$ cat config.mk
export PLATFORM = sky130hd
export DESIGN_NAME = move_to_front_list_flat
export DESIGN_NICKNAME = d
export VERILOG_FILES = /design/src/rtl/mtf_pkg.sv /design/src/rtl/mtf_req_if.sv /design/src/rtl/mtf_rsp_if.sv /design/src/rtl/move_to_front_list.sv /design/src/rtl/mtf_cell.sv /design/src/flat_wrapper.sv
export SDC_FILE = /design/constraint.sdc
export NUM_CORES = 1
export LEC_CHECK = 0
export ABC_AREA = 1
export BUFFER_PORTS_ARGS = -buffer_cell sky130_fd_sc_hd__buf_2
export CORE_MARGIN = 1
export CORE_UTILIZATION = 60
export CTS_BUF_LIST = sky130_fd_sc_hd__clkbuf_8
export CTS_CLUSTER_SIZE = 20
export DETAILED_ROUTE_END_ITERATION = 8
export HOLD_SLACK_MARGIN = 0.03
export PLACE_DENSITY_LB_ADDON = 0.3
export SLEW_MARGIN = 20
export SYNTH_ARGS = -nofsm -noshare
export SYNTH_HDL_FRONTEND = slang
export SYNTH_SLANG_ARGS = --single-unit
$ cat constraint.sdc
create_clock -name clk -period 4.3 [get_ports clk]
set_input_delay 0.215 -clock clk [delete_from_list [all_inputs] [get_ports clk]]
set_output_delay 0.215 -clock clk [all_outputs]
set_load 0.05 [all_outputs]
$ cat src/rtl/mtf_pkg.sv
package mtf_pkg;

  localparam int MTF_DEPTH = 16;
  localparam int DATA_W    = 32;
  localparam int STATUS_W  = 3;
  localparam int POS_W     = 4;
  localparam int COUNT_W   = 5;

  localparam logic CMD_APPEND = 1'b0;
  localparam logic CMD_SEARCH = 1'b1;

  typedef enum logic [STATUS_W-1:0] {
    ST_INSERTED  = 3'd0,
    ST_MOVED     = 3'd1,
    ST_AT_FRONT  = 3'd2,
    ST_NOT_FOUND = 3'd3,
    ST_EMPTY     = 3'd4,
    ST_FULL      = 3'd5
  } status_t;

  // broadcast to every cell
  typedef struct packed {
    logic compare;
    logic shift;
  } ctrl_t;

endpackage

$ cat src/rtl/mtf_req_if.sv
interface mtf_req_if;
  logic                              valid;
  logic                              ready;
  logic                              cmd;
  logic signed [mtf_pkg::DATA_W-1:0] value;

  modport source (output valid, output cmd, output value, input ready);
  modport sink   (input valid, input cmd, input value, output ready);
endinterface

$ cat src/rtl/mtf_rsp_if.sv
interface mtf_rsp_if;
  logic                           valid;
  logic                           ready;
  logic [mtf_pkg::STATUS_W-1:0]   status;
  logic [mtf_pkg::POS_W-1:0]      found_position;
  logic [mtf_pkg::COUNT_W-1:0]    entry_count;

  modport source (output valid, output status, output found_position, output entry_count,
                  input ready);
  modport sink   (input valid, input status, input found_position, input entry_count,
                  output ready);
endinterface

$ cat src/rtl/move_to_front_list.sv
// Move-to-front list of up to LIST_DEPTH signed 32-bit values held in a row of cells,
// front at cell 0. An append writes the tail cell; a search finds the entry nearest the
// front equal to the value, moves it to the front and shifts the entries ahead of it back
// one cell. Each item gives one result: status, position of the match before the move
// and the entry count afterwards (position reported modulo 16, count modulo 32). An item
// passes through the transfer into the command register, a compare cycle in which every
// cell registers its match, and an update cycle in which the first match is chosen along
// the hit chain, the cells shift and the result is loaded into the output register.
// The next item is taken in the cycle after the update; a result waiting on the output
// holds only the update of the following item.
module move_to_front_list #(
  parameter int LIST_DEPTH = mtf_pkg::MTF_DEPTH
) (
  input logic       clk,
  input logic       rst,
  mtf_req_if.sink   req,
  mtf_rsp_if.source rsp
);

  localparam int IDX_W = (LIST_DEPTH > 1) ? $clog2(LIST_DEPTH) : 1;
  localparam int CNT_W = $clog2(LIST_DEPTH + 1);

  typedef enum logic [2:0] {
    S_IDLE = 3'b001,
    S_CMP  = 3'b010,
    S_UPD  = 3'b100
  } state_t;

  state_t                       state;
  logic                         cmd_q;
  logic [mtf_pkg::DATA_W-1:0]   key_q;
  logic [CNT_W-1:0]             count;

  mtf_pkg::ctrl_t               ctrl;
  logic [LIST_DEPTH:0]          hit;
  logic [LIST_DEPTH-1:0]        first;
  logic [LIST_DEPTH-1:0]        live;
  logic [LIST_DEPTH-1:0]        append_sel;
  logic [mtf_pkg::DATA_W-1:0]   entry [LIST_DEPTH];
  logic [IDX_W-1:0]             pos_term [LIST_DEPTH];
  logic [IDX_W-1:0]             pos;

  logic                         go;
  logic                         full;
  logic                         append_go;
  mtf_pkg::status_t             status_next;
  logic [CNT_W-1:0]             count_next;

  logic                         rsp_valid;
  logic [mtf_pkg::STATUS_W-1:0] rsp_status;
  logic [mtf_pkg::POS_W-1:0]    rsp_pos;
  logic [mtf_pkg::COUNT_W-1:0]  rsp_count;

  logic [IDX_W+mtf_pkg::POS_W-1:0]   pos_wide;
  logic [CNT_W+mtf_pkg::COUNT_W-1:0] count_wide;

  assign req.ready = (state == S_IDLE);

  always_ff @(posedge clk) begin
    if (rst) begin
      state <= S_IDLE;
    end else begin
      unique case (state)
        S_IDLE: if (req.valid) state <= S_CMP;
        S_CMP:  state <= S_UPD;
        S_UPD:  if (go) state <= S_IDLE;
        default: state <= S_IDLE;
      endcase
    end
  end

  always_ff @(posedge clk) begin
    if (req.valid && req.ready) begin
      cmd_q <= req.cmd;
      key_q <= req.value;
    end
  end

  assign go        = (state == S_UPD) && (!rsp_valid || rsp.ready);
  assign full      = (count == CNT_W'(LIST_DEPTH));
  assign append_go = go && (cmd_q == mtf_pkg::CMD_APPEND) && !full;

  assign ctrl.compare = (state == S_CMP);
  assign ctrl.shift   = go && (cmd_q == mtf_pkg::CMD_SEARCH) && hit[LIST_DEPTH] && !first[0];

  assign hit[0] = 1'b0;

  for (genvar i = 0; i < LIST_DEPTH; i++) begin : g_cell
    logic [mtf_pkg::DATA_W-1:0] prev;

    if (i == 0) begin : g_front
      assign prev = key_q;
    end else begin : g_rest
      assign prev = entry[i-1];
    end

    assign live[i]       = (CNT_W'(i) < count);
    assign append_sel[i] = append_go && (CNT_W'(i) == count);
    assign pos_term[i]   = first[i] ? IDX_W'(i) : '0;

    mtf_cell u_cell (
      .clk        (clk),
      .rst        (rst),
      .ctrl       (ctrl),
      .key        (key_q),
      .prev_entry (prev),
      .live       (live[i]),
      .append_sel (append_sel[i]),
      .hit_in     (hit[i]),
      .hit_out    (hit[i+1]),
      .first      (first[i]),
      .entry      (entry[i])
    );
  end

  always_comb begin
    pos = '0;
    for (int i = 0; i < LIST_DEPTH; i++) begin
      pos = pos | pos_term[i];
    end
  end

  always_comb begin
    status_next = mtf_pkg::ST_NOT_FOUND;
    count_next  = count;
    if (cmd_q == mtf_pkg::CMD_APPEND) begin
      if (full) begin
        status_next = mtf_pkg::ST_FULL;
      end else begin
        status_next = mtf_pkg::ST_INSERTED;
        count_next  = count + CNT_W'(1);
      end
    end else begin
      priority if (count == '0) begin
        status_next = mtf_pkg::ST_EMPTY;
      end else if (first[0]) begin
        status_next = mtf_pkg::ST_AT_FRONT;
      end else if (hit[LIST_DEPTH]) begin
        status_next = mtf_pkg::ST_MOVED;
      end else begin
        status_next = mtf_pkg::ST_NOT_FOUND;
      end
    end
  end

  assign pos_wide   = {{mtf_pkg::POS_W{1'b0}}, pos};
  assign count_wide = {{mtf_pkg::COUNT_W{1'b0}}, count_next};

  always_ff @(posedge clk) begin
    if (rst) begin
      count <= '0;
    end else if (go) begin
      count <= count_next;
    end
  end

  always_ff @(posedge clk) begin
    if (rst) begin
      rsp_valid <= 1'b0;
    end else if (go) begin
      rsp_valid <= 1'b1;
    end else if (rsp.ready) begin
      rsp_valid <= 1'b0;
    end
  end

  always_ff @(posedge clk) begin
    if (go) begin
      rsp_status <= status_next;
      rsp_pos    <= (status_next == mtf_pkg::ST_MOVED) ? pos_wide[mtf_pkg::POS_W-1:0] : '0;
      rsp_count  <= count_wide[mtf_pkg::COUNT_W-1:0];
    end
  end

  assign rsp.valid          = rsp_valid;
  assign rsp.status         = rsp_status;
  assign rsp.found_position = rsp_pos;
  assign rsp.entry_count    = rsp_count;

endmodule

$ cat src/rtl/mtf_cell.sv
module mtf_cell (
  input  logic                       clk,
  input  logic                       rst,
  input  mtf_pkg::ctrl_t             ctrl,
  input  logic [mtf_pkg::DATA_W-1:0] key,
  input  logic [mtf_pkg::DATA_W-1:0] prev_entry,
  input  logic                       live,
  input  logic                       append_sel,
  input  logic                       hit_in,
  output logic                       hit_out,
  output logic                       first,
  output logic [mtf_pkg::DATA_W-1:0] entry
);

  logic match;

  always_ff @(posedge clk) begin
    if (rst) begin
      match <= 1'b0;
    end else if (ctrl.compare) begin
      match <= live && (entry == key);
    end
  end

  // shift back when the first match sits at or behind this cell
  always_ff @(posedge clk) begin
    if (append_sel) begin
      entry <= key;
    end else if (ctrl.shift && !hit_in) begin
      entry <= prev_entry;
    end
  end

  assign hit_out = hit_in | match;
  assign first   = match & ~hit_in;

endmodule

$ cat src/flat_wrapper.sv
// flat-port wrapper written by rule: the top's interface ports become plain ports
module move_to_front_list_flat 
#(
  parameter int LIST_DEPTH = mtf_pkg::MTF_DEPTH
)
  (clk, rst, req_valid, req_cmd, req_value, req_ready, rsp_valid, rsp_status, rsp_found_position, rsp_entry_count, rsp_ready);
  mtf_req_if req_i ();
  mtf_rsp_if rsp_i ();
  input logic clk;
  input logic rst;
  input wire logic [$bits(req_i.valid)-1:0] req_valid;
  input wire logic [$bits(req_i.cmd)-1:0] req_cmd;
  input wire logic [$bits(req_i.value)-1:0] req_value;
  output wire logic [$bits(req_i.ready)-1:0] req_ready;
  output wire logic [$bits(rsp_i.valid)-1:0] rsp_valid;
  output wire logic [$bits(rsp_i.status)-1:0] rsp_status;
  output wire logic [$bits(rsp_i.found_position)-1:0] rsp_found_position;
  output wire logic [$bits(rsp_i.entry_count)-1:0] rsp_entry_count;
  input wire logic [$bits(rsp_i.ready)-1:0] rsp_ready;
  assign req_i.valid = req_valid;
  assign req_i.cmd = req_cmd;
  assign req_i.value = req_value;
  assign req_ready = req_i.ready;
  assign rsp_valid = rsp_i.valid;
  assign rsp_status = rsp_i.status;
  assign rsp_found_position = rsp_i.found_position;
  assign rsp_entry_count = rsp_i.entry_count;
  assign rsp_i.ready = rsp_ready;
  move_to_front_list #(.LIST_DEPTH(LIST_DEPTH)) u_core (.clk(clk), .rst(rst), .req(req_i), .rsp(rsp_i));
endmodule
; Word level (Yosys, flattened, before mapping)
; Cells that the tools add are included.
[totals]
reg_bits = 582
elab_cells = 305
inputBits = 37
[classes]
n_bitwise = 60
addsub = 1
muxes = 59
n_eq_ne = 38
magnitude_cmp = 16
n_reduce_logical = 91
[ops]
columns = cell, count
row1 = $mux 32, 32
row2 = $eq 32x32->1, 16
row3 = $or 4x4->4, 14
row4 = $logic_and 1x1->1, 54
row5 = $eq 4x5->1 const A, 8
row6 = $lt 4x5->1 const A, 8
row7 = $reduce_bool 2->1, 17
row8 = $mux 4, 8
row9 = $mux 3, 10
row10 = $eq 3x5->1 const A, 4
row11 = $lt 3x5->1 const A, 4
row12 = $logic_not 1->1, 17
row13 = $not 1->1, 16
row14 = $and 1x1->1, 15
row15 = $or 1x1->1, 15
row16 = $eq 2x5->1 const A, 2
row17 = $lt 1x5->1 const A, 2
row18 = $lt 2x5->1 const A, 2
row19 = $mux 5, 2
row20 = $pmux 3 s3, 1
row21 = $eq 3x1->1 const B, 2
row22 = $mux 2, 3
row23 = $add 5x1->5 const B, 1
row24 = $eq 1x5->1 const A, 1
row25 = other kinds (9), 11

; Longest topological paths before layout
; Gate-level depths: netlist of run 1.
[logic_depth]
depth_word = 20
mapped_depth = 13

; Cells and area by module
; Synthesis of run 1 repeated with hierarchy kept, for this count alone.
[hier_totals]
hier_cells = 4240
area_unflattened_um2 = 33334.5
[by_module_without_submodules]
columns = mod, seq_area_each_um2, cells_per_inst, area_each_um2, instances
row1 = mtf_cell, 980.9, 251, 1936.9, 16
row2 = move_to_front_list, 1531.5, 224, 2344.7, 1

; Least setup slack after synthesis of run 1
; No wires, ideal clock.
[synth_timing]
path_type = register -> register
from = register u_core.state[0]
to = register u_core.cmd_q (enable)
required_ns = 3.877
period_less_slack_ns = 3.627
path_slack_ns = 0.673
n_path_buf = 0
t_arrival_ns = 3.204
setup_time_ns = 0.423
path_stages_with_launch = 5
path_cell_list = dfxtp_1 -> inv_1 -> nor3_1 -> inv_1 -> nor2_1
[synth_between]
elab_chain_cells = 2
[synth_lines]
columns = element, line
row1 = from (decl), move_to_front_list.sv:29  ; state_t state;
row2 = from (signal assigned), move_to_front_list.sv:61  ; state <= S_IDLE;
row3 = from (signal assigned), move_to_front_list.sv:64  ; S_IDLE: if (req.valid) state <= S_CMP;
row4 = from (signal assigned), move_to_front_list.sv:65  ; S_CMP: state <= S_UPD;
row5 = $eq 3x1->1, move_to_front_list.sv:57  ; assign req.ready = (state == S_IDLE);
row6 = net req_ready, flat_wrapper.sv:14  ; output wire logic [$bits(req_i.ready)-1:0] req_ready;
row7 = $logic_and 1x1->1, move_to_front_list.sv:73  ; if (req.valid && req.ready) begin
row8 = to (signal assigned), move_to_front_list.sv:74  ; cmd_q <= req.cmd;
row9 = to (decl), move_to_front_list.sv:30  ; logic cmd_q;
; The timed path passes the listed nets, and every way through them passes these cells.
; A chain may end at the register's enable or synchronous reset.

; Final worst setup path of run 1
[layout_timing]
from = register u_core.count[0]
to = register u_core.g_cell[1].u_cell.entry[9] (netlist bit) (enable)
[layout_between]
elab_chain_cells = 5
[layout_lines]
columns = element, line
row1 = from (decl), move_to_front_list.sv:32  ; logic [CNT_W-1:0] count;
row2 = from (signal assigned), move_to_front_list.sv:153  ; count <= count_next;
row3 = $eq 5x5->1, move_to_front_list.sv:80  ; assign full = (count == CNT_W'(LIST_DEPTH));
row4 = $logic_not 1->1, move_to_front_list.sv:81  ; assign append_go = go && (cmd_q == mtf_pkg::CMD_APPEND) && !full;
row5 = $logic_and 1x1->1, move_to_front_list.sv:81
row6 = $logic_and 1x1->1 (*), move_to_front_list.sv:98  ; assign append_sel[i] = append_go && (CNT_W'(i) == count);
row7 = $reduce_bool 2->1 (no source line) (*), -
row8 = to (signal assigned), mtf_cell.sv:28  ; entry <= key;
row9 = to (signal assigned), mtf_cell.sv:30  ; entry <= prev_entry;
row10 = to (decl), mtf_cell.sv:12  ; output logic [mtf_pkg::DATA_W-1:0] entry
; Mark *: on every way between the ends. The rest lies on a longest branch, timed or not.

==> out/results.md, run 1 <==
| Step | Item | This run |
|---|---|---|
| logic synthesis | Mapped cell area | 30400 sq um |
| clock tree | Skew-Pair Late Insertion Delay | 750 ps |
| logic synthesis | Post-synth top cells | sky130_fd_sc_hd__nand2_1, sky130_fd_sc_hd__edfxtp_1, sky130_fd_sc_hd__o21ai_0, sky130_fd_sc_hd__xnor2_1, sky130_fd_sc_hd__o21ai_1 |
| placement | Routability cong. | 1.04 |
| placement | HPWL after detailed placement | 67500 um |
| drt | Routed len/inst | 25.3 um |
| global routing | Wire length of the first global-routing pass | 145000 um |
| flow run | # Max-Cap Violations | 0 |
| sta | Fmax achieved | 289 MHz |
| sta | TNS Setup | 0 ps |
| critical path | CP Launch Point | u_core.count[0] |
| power and ir drop | Share of total power consumed by net switching | 26.4% |
| logic synthesis | Number of flops mapped to enable cells by yosys | 557 |
| global routing | Number of antenna violations at the first check in global routing | 1 |
| drt | Post-route ant nets | 0 |
| power and ir drop | Pleak | 12.7 nW |
| cells and area | Filler Cell Count | 3971 |
| critical path | Arrival time worst endpoint | 3880 ps |
| clock tree | Number of instances resized during post-cts repair | 0 |
| clock tree | H-tree depth | 3 |
| critical path | Critical Path End Type | flip-flop |
| logic synthesis | Largest area contributor in the netlist | sky130_fd_sc_hd__edfxtp_1 |
| clock tree | Library cell used as clock root buffer | sky130_fd_sc_hd__clkbuf_8 |
| power and ir drop | Maximum ir drop on the vdd rail | 0.313 mV |
| cells and area | Final instance area | 33300 sq um |
| power and ir drop | Switching power of the nets | 3.13 mW |
| global routing | Sum of overflow across all layers after global routing | 0 |
| logic synthesis | Synthesis warning total | 0 |
| cells and area | Layout-stage area growth over the synthesis result | 9.27% |
| critical path | Bufs and invs on worst path | 3 |
| critical path | Largest fanout on the critical path | 65 |
| logic synthesis | Distinct cells, synth | 45 |
| sta | Number of failing hold endpoints at the final stage | 0 |
| min path | Startpoint of the tightest hold check path | req_cmd |
| clock tree | Clock Pin Slew Worst Setup and Hold Paths | 60 ps |
| critical path | Delay of the slowest critical-path stage | 590 ps |
| clock tree | Post-CTS setup buffer count | 0 |
| placement | Buffers on Ports | 50 |
| sta | Max Transition Viols Final | 0 |
| sta | Tightest hold margin | 182 ps |
| outcome | Outcome | completed |
| drt | Average vias per placed instance | 6.22 |
| critical path | Worst Setup Path Type | flip-flop to flip-flop |
| critical path | Startpoint of the lowest-slack register-to-register path | u_core.count[0] |
| clock tree | Post-cts hold buffer count | 38 |
| logic synthesis | Most frequent cell after synthesis | sky130_fd_sc_hd__nand2_1 |
| drt | First-pass detailed-route iteration total | 7 |
| power and ir drop | Clock power share | 38.6% |
| logic synthesis | Instance count of the mapped netlist | 3084 |
| global routing | Largest net degree at the start of global routing | 66 |
| critical path | CP Data Required Time | 4720 ps |
| power and ir drop | Power density cells | 357 nW/um^2 |
| logic synthesis | Avg Cell Area, Syn | 9.87 sq um |
| power and ir drop | Portion of total power attributed to combinational logic | 9.2% |
| sta | Final critical delay including setup and external delays | 3450 ps |
| global routing | Via count of the first global-routing pass | 23400 |
| clock tree | TritonCTS clock tree | built |
| critical path | Type of origin of the critical path | flip-flop |
| floorplan | Die ar. | 51600 sq um |
| sta | Setup skew after layout | 42.4 ps |
| min path | Hold WC Path Type | input port to flip-flop |
| floorplan | Die extent in x | 227 um |
| sta | Part of the cycle the worst path needs | 80.3% |
| drt | Starting DRC count in detailed routing | 3233 |
| logic synthesis | Share of the yosys chip area belonging to registers | 56.6% |
| placement | Instance area at placement | 31100 sq um |
| power and ir drop | Pwr Total | 11.9 mW |
| sta | Pin slew with the least headroom to its limit | 1150 ps |
| clock tree | Maximum root-to-sink buffer count | 3 |
| clock tree | Number of buffers added by the clock tree synthesis step | 97 |
| cells and area | Count of nets after finishing | 3197 |
| sta | RSZ-0062 raised after global routing | false |
| logic synthesis | Syn_nets | 3124 |
| global routing | Total GRT Usage | 39.1% |
| critical path | CP top delay family | simple AND/OR/NAND/NOR gates |
| logic synthesis | Cell types with the largest area share after synthesis | sky130_fd_sc_hd__edfxtp_1, sky130_fd_sc_hd__nand2_1, sky130_fd_sc_hd__xnor2_1, sky130_fd_sc_hd__o21ai_0, sky130_fd_sc_hd__xor2_1 |
| logic synthesis | Yosys reg bits | 582 |
| floorplan | Vert. Die Dim | 227 um |
| drt | Via count of the routed design | 24300 |
| power and ir drop | Sequential fraction of design power | 52.2% |
| logic synthesis | Main synth FF type | sky130_fd_sc_hd__edfxtp_1 |
| clock tree | Num Clock Sinks | 582 |
| floorplan | I/O pin count | 51 |
| sta | Max-slew headroom at the worst pin | 23.0% |
| logic synthesis | Asr flop ratio synth | 0% |
| drt | DR DRC count | 0 |
| floorplan | Area of the core | 50100 sq um |
| critical path | Cell with the largest stage delay on the worst path | sky130_fd_sc_hd__nand2_1 |
| floorplan | Starting density of the core | 60.8% |
| power and ir drop | Internal | 8.74 mW |
| drt | Total wire length | 98700 um |
| critical path | Sequence of cells on the critical path | inv_1 > ha_1 > a31oi_2 > nand2_4 > nor2_4 > nand3_2 > buf_4 > nand2_1 > buf_12 |
| sta | Number of setup violations in the final report | 0 |
| logic synthesis | Top cell type's share of synthesized area | 54.9% |
| floorplan | Placement row count | 82 |
| cells and area | Fraction of final layout cells with drive strength greater than 1 | 11.5% |
==> state kept, by name, summed over array words and instances, names as in the netlist <==
signal                      count
u_core.rsp.entry_count          5
u_core.g_cell.u_cell.match     16
u_core.rsp.found_position       4
u_core.rsp.status               3
u_core.g_cell.u_cell.entry    512
u_core.cmd_q                    1
u_core.rsp.valid                1
u_core.state                    3
u_core.g_cell.prev             32
u_core.count                    5
==> metrics by stage <==
step	setup WS, ps	instances	utilization (%)
floorplan	673	3084	-
global placement	1060	3692	62.1
detailed placement	1000	3692	62.1
CTS	962	3907	66.4
global route	732	3907	66.4
finish	846	3909	66.4
==> cell usage in the layout (no fill, tap or decap), types with 26 or more instances in the layout <==
| cell | netlist | routed |
|---|---|---|
| sky130_fd_sc_hd__a21oi_1 | 26 | 26 |
| sky130_fd_sc_hd__buf_2 | 90 | 50 |
| sky130_fd_sc_hd__buf_4 | 3 | 110 |
| sky130_fd_sc_hd__clkbuf_8 | 0 | 98 |
| sky130_fd_sc_hd__clkinv_1 | 5 | 27 |
| sky130_fd_sc_hd__dlygate4sd3_1 | 0 | 38 |
| sky130_fd_sc_hd__edfxtp_1 | 557 | 557 |
| sky130_fd_sc_hd__inv_1 | 100 | 133 |
| sky130_fd_sc_hd__nand2_1 | 813 | 809 |
| sky130_fd_sc_hd__nand3_1 | 67 | 65 |
| sky130_fd_sc_hd__nand4_1 | 53 | 53 |
| sky130_fd_sc_hd__nor2_1 | 144 | 143 |
| sky130_fd_sc_hd__nor3_1 | 70 | 70 |
| sky130_fd_sc_hd__o21ai_0 | 314 | 314 |
| sky130_fd_sc_hd__o21ai_1 | 173 | 173 |
| sky130_fd_sc_hd__o21ai_2 | 34 | 34 |
| sky130_fd_sc_hd__o22ai_1 | 31 | 31 |
| sky130_fd_sc_hd__or2_2 | 26 | 26 |
| sky130_fd_sc_hd__xnor2_1 | 248 | 248 |
| sky130_fd_sc_hd__xor2_1 | 121 | 121 |
==> final cells by class <==
| type | count | area, sq um | area share (%) |
|---|---|---|---|
| antenna | 2 | 5.00 | 0.0150 |
| clock buffer | 98 | 1350 | 4.06 |
| clock inverter | 79 | 415 | 1.25 |
| inverter | 107 | 407 | 1.22 |
| multi-input combinational | 2169 | 11500 | 34.6 |
| sequential | 582 | 17200 | 51.8 |
| tap | 672 | 841 | 2.53 |
| timing repair buffer | 200 | 1500 | 4.50 |
==> worst paths after layout <==
check	slack (ps)	to	cells past startpoint
worst min-delay path	180	u_core.cmd_q	2
worst max register to register	850	u_core.g_cell[1].u_cell.entry[9]	9
worst min register to register	490	u_core.g_cell[5].u_cell.match	2
worst max-delay path	850	u_core.g_cell[1].u_cell.entry[9]	9
==> power groups by stage <==
stage | Sequential [mW] | Clock, mW | Combinational [mW]
2_1_floorplan | 6.30 | 0 | 0.571
3_3_place_gp | 6.32 | 0 | 0.999
3_5_place_dp | 6.32 | 0 | 1.01
4_1_cts | 6.20 | 4.60 | 1.05
5_1_grt | 6.20 | 4.82 | 1.12
6_report | 6.20 | 4.59 | 1.09
==> cells by family after synthesis <==
family	count (synthesis)	share of synthesized area [%]
buf+inv	333	5.66
simple gates	1202	16.5
xor+xnor	369	10.6
compound gates	595	10.5
fa+ha+maj	3	0.123
flops	582	56.6
==> layer usage <==
metal / share of wire (%) / global-route usage, %
met5: 0 / 0
met4: 8.3 / 27.9
met3: 12 / 8.35
met2: 45 / 62.0
met1: 34 / 47.8
Power figures use the tool's default switching activity.
==> inputs of run 2 (changes only) <==
- CORE_UTILIZATION: 60 -> 59
- clock period: 4.3 -> 2.9 ns (I/O delays scaled with it)
==> run 2 against run 1 <==
Net effect: worst setup slack worse by 590 ps; first-iteration DRC count fell by 19%; fmax up 31%; core utilization is 0.32 points lower; critical endpoint is now u_core.g_cell[8].u_cell.entry[10]; total power up 46%; critical path depth increased by 1; die area rose by 1.7%; routed wire length fell by 15%; clock power grew 44%; non-clock buffer count up 8; largest power group unchanged.
==> out/results.md, run 2 (synthesis results as in run 1) <==
| Step | Item | This run | Delta |
|---|---|---|---|
| min path | Hold WC Path Type | input port to flip-flop |  |
| cells and area | Count of nets after finishing | 3204 | +0.22% |
| floorplan | Placement row count | 82 | unchanged |
| sta | RSZ-0062 raised after global routing | false |  |
| drt | First-pass detailed-route iteration total | 6 | -1 |
| floorplan | Vert. Die Dim | 229 um | +0.84% |
| sta | Worst-case setup margin in the final layout | 254 ps | -592 ps |
| power and ir drop | Share of total power consumed by net switching | 25.2% | -1.2 points |
| placement | Setup slack at placement | 332 ps | -668 ps |
| global routing | Via count of the first global-routing pass | 22300 | -4.8% |
| critical path | Sequence of cells on the critical path | nor2_2 > nand2_1 > nor2_4 > nand4_1 > nor2_2 > nand3_1 > nand2_1 > inv_1 > nand3_1 > nand2_2 |  |
| floorplan | I/O pin count | 51 | unchanged |
| sta | Fmax achieved | 378 MHz | +31% |
| critical path | Reg-to-reg slack, setup | 250 ps | -590 ps |
| drt | Average vias per placed instance | 5.91 | -5.0% |
| drt | Routed metal-1 wire length | 31500 um | -7.5% |
| clock tree | Clock Pin Slew Worst Setup and Hold Paths | 50 ps | about the same |
| sta | TNS Setup | 0 ps | unchanged |
| power and ir drop | Maximum ir drop on the vdd rail | 0.462 mV | +48% |
| floorplan | Die extent in x | 229 um | +0.84% |
| critical path | Bufs and invs on worst path | 1 | -2 |
| critical path | Startpoint of the lowest-slack register-to-register path | u_core.g_cell[0].u_cell.match |  |
| sta | Part of the cycle the worst path needs | 91.2% | +11 points |
| cells and area | Fraction of final layout cells with drive strength greater than 1 | 11.6% | +0.098 points |
| critical path | Arrival time worst endpoint | 2920 ps | -960 ps |
| cells and area | Top register by number of flip-flops | u_core.g_cell.u_cell.entry |  |
| critical path | Cell with the largest stage delay on the worst path | sky130_fd_sc_hd__nand2_2 |  |
| power and ir drop | Internal | 12.9 mW | +48% |
| placement | Number of placed cells counting well taps | 3700 | +0.22% |
| drt | Via count of the routed design | 23100 | -4.9% |
| cells and area | Most used cells in the layout excluding fill and tap cells | sky130_fd_sc_hd__nand2_1, sky130_fd_sc_hd__edfxtp_1, sky130_fd_sc_hd__o21ai_0, sky130_fd_sc_hd__xnor2_1, sky130_fd_sc_hd__o21ai_1 |  |
| placement | HPWL after detailed placement | 61200 um | -9.3% |
| min path | Worst hold path stage count | 2 | unchanged |
| global routing | Sum of overflow across all layers after global routing | 0 | unchanged |
| sta | Final critical delay including setup and external delays | 2650 ps | -808 ps |
| clock tree | Skew-Pair Late Insertion Delay | 710 ps | -40 ps |
| cells and area | Layout-stage area growth over the synthesis result | 9.63% |  |
| drt | Routed len/inst | 21.5 um | -15% |
| floorplan | Die ar. | 52500 sq um | +1.7% |
| power and ir drop | Portion of total power attributed to combinational logic | 8.5% | -0.7 points |
| power and ir drop | Sequential fraction of design power | 53.2% | +1.0 points |
| floorplan | Starting density of the core | 60.3% | -0.49 points |
| cells and area | Antenna diode count | 0 | -2 |
| sta | Number of setup violations in the final report | 0 | unchanged |
| global routing | Wire length of the first global-routing pass | 126000 um | -13% |
| sta | Max-slew headroom at the worst pin | 29.9% | +7.0 points |
| critical path | Type of origin of the critical path | flip-flop |  |
| cells and area | Most common library cell in the layout ignoring fill and taps | sky130_fd_sc_hd__nand2_1 |  |
| drt | Routed met2 length | 40800 um | -9.0% |
| placement | Routability cong. | 1.03 | -1.1% |
| power and ir drop | Pleak | 12.8 nW | +0.52% |
| cells and area | Filler Cell Count | 3781 | -4.8% |
| clock tree | TritonCTS clock tree | built |  |
| critical path | Critical Path End Type | flip-flop |  |
| placement | Instance area at placement | 31300 sq um | +0.50% |
| power and ir drop | Switching power of the nets | 4.35 mW | +39% |
| critical path | Largest fanout on the critical path | 32 | -51% |
| cells and area | Cell Count, Final, Fillers Out | 3914 | +0.13% |
| critical path | CP top delay family | simple AND/OR/NAND/NOR gates |  |
| critical path | Endpoint of the lowest-slack register-to-register path | u_core.g_cell[8].u_cell.entry[10] |  |
| cells and area | Final instance area | 33400 sq um | +0.33% |
| critical path | Delay of the slowest critical-path stage | 420 ps | -170 ps |
| cells and area | Core Util, Final | 66.1% | -0.32 points |
| sta | Pin slew with the least headroom to its limit | 1050 ps | -105 ps |
| global routing | Number of antenna violations at the first check in global routing | 0 | -1 |
| critical path | Worst Setup Path Type | flip-flop to flip-flop |  |
| clock tree | Maximum root-to-sink buffer count | 3 | unchanged |
| sta | Number of failing hold endpoints at the final stage | 0 | unchanged |
| critical path | Length in cells of the worst reg-to-reg path | 10 | +1 |
| drt | Starting DRC count in detailed routing | 2609 | -19% |
| power and ir drop | Power density cells | 518 nW/um^2 | +45% |
| clock tree | Number of buffers added by the clock tree synthesis step | 96 | -1.0% |
| min path | Worst hold path endpoint | u_core.g_cell[0].prev[22] |  |
| floorplan | Area of the core | 50500 sq um | +0.82% |
| power and ir drop | Pwr Total | 17.3 mW | +46% |
| clock tree | Library cell used as clock root buffer | sky130_fd_sc_hd__clkbuf_8 |  |
| clock tree | H-tree depth | 3 | unchanged |
| drt | DR DRC count | 0 | unchanged |
| global routing | Largest net degree at the start of global routing | 65 | -1.5% |
| min path | Startpoint of the tightest hold check path | req_value[22] |  |
| sta | Setup skew after layout | 29.2 ps | -13.3 ps |
| global routing | Total GRT Usage | 32.0% | -7.2 points |
| drt | Met3 WL post-DR | 6980 um | -40% |
| sta | Max Transition Viols Final | 0 | unchanged |
| power and ir drop | Clock power share | 38.3% | -0.3 points |
| flow run | # Max-Cap Violations | 0 | unchanged |
| outcome | Outcome | completed |  |
| clock tree | Num Clock Sinks | 582 | unchanged |
| placement | Buffers on Ports | 50 | unchanged |
| drt | Post-route ant nets | 0 | unchanged |
| sta | Tightest hold margin | 140 ps | -42.1 ps |
| cells and area | Number of flip-flops under the largest register name | 512 | unchanged |
| drt | Total wire length | 84000 um | -15% |
| critical path | CP Data Required Time | 3170 ps | -1550 ps |
| drt | Top sig layer | met4 |  |
## run 2: worst max-delay path by stage
stage               depth (start not counted)                            endpoint                           from  slack (ps)
floorplan                                   9    u_core.g_cell[3].u_cell.entry[0]                u_core.count[0]          10
global placement                           10   u_core.g_cell[8].u_cell.entry[13]  u_core.g_cell[0].u_cell.match         400
detailed placement                         10    u_core.g_cell[8].u_cell.entry[8]  u_core.g_cell[0].u_cell.match         330
CTS                                         8  u_core.g_cell[15].u_cell.entry[20]                u_core.count[1]         310
global route                               10    u_core.g_cell[8].u_cell.entry[7]  u_core.g_cell[0].u_cell.match          30
finish                                     10   u_core.g_cell[8].u_cell.entry[10]  u_core.g_cell[0].u_cell.match         250
## run 2: area by class of cell
type	instances	area [sq um]	area share, %
clock inverter	74	320	0.960
multi-input combinational	2169	11500	34.6
inverter	107	407	1.22
clock buffer	102	1400	4.21
sequential	582	17200	51.6
timing repair buffer	208	1630	4.89
tap	672	841	2.52
## run 2: routing by layer
metal  up-vias  global-route usage (%)
li1      10700                       -
met1     11000                    39.0
met2      1224                    54.5
met3       244                    4.82
met4         0                    17.7
met5         -                       0
## run 2: power by group through the flow
| stage | logic (mW) | clock network [mW] | registers (mW) |
|---|---|---|---|
| global placement | 1.36 | 0 | 9.36 |
| floorplan | 0.848 | 0 | 9.34 |
| detailed placement | 1.39 | 0 | 9.37 |
| finish | 1.48 | 6.62 | 9.19 |
| global route | 1.55 | 7.00 | 9.19 |
| CTS | 1.44 | 6.64 | 9.19 |
## run 2: timing repair
item,in CTS,in global routing
hold buffers,38,0
endpoints found under the hold margin,57,0
resized for setup,0,0
setup endpoints to repair,0,0
setup buffers,0,0
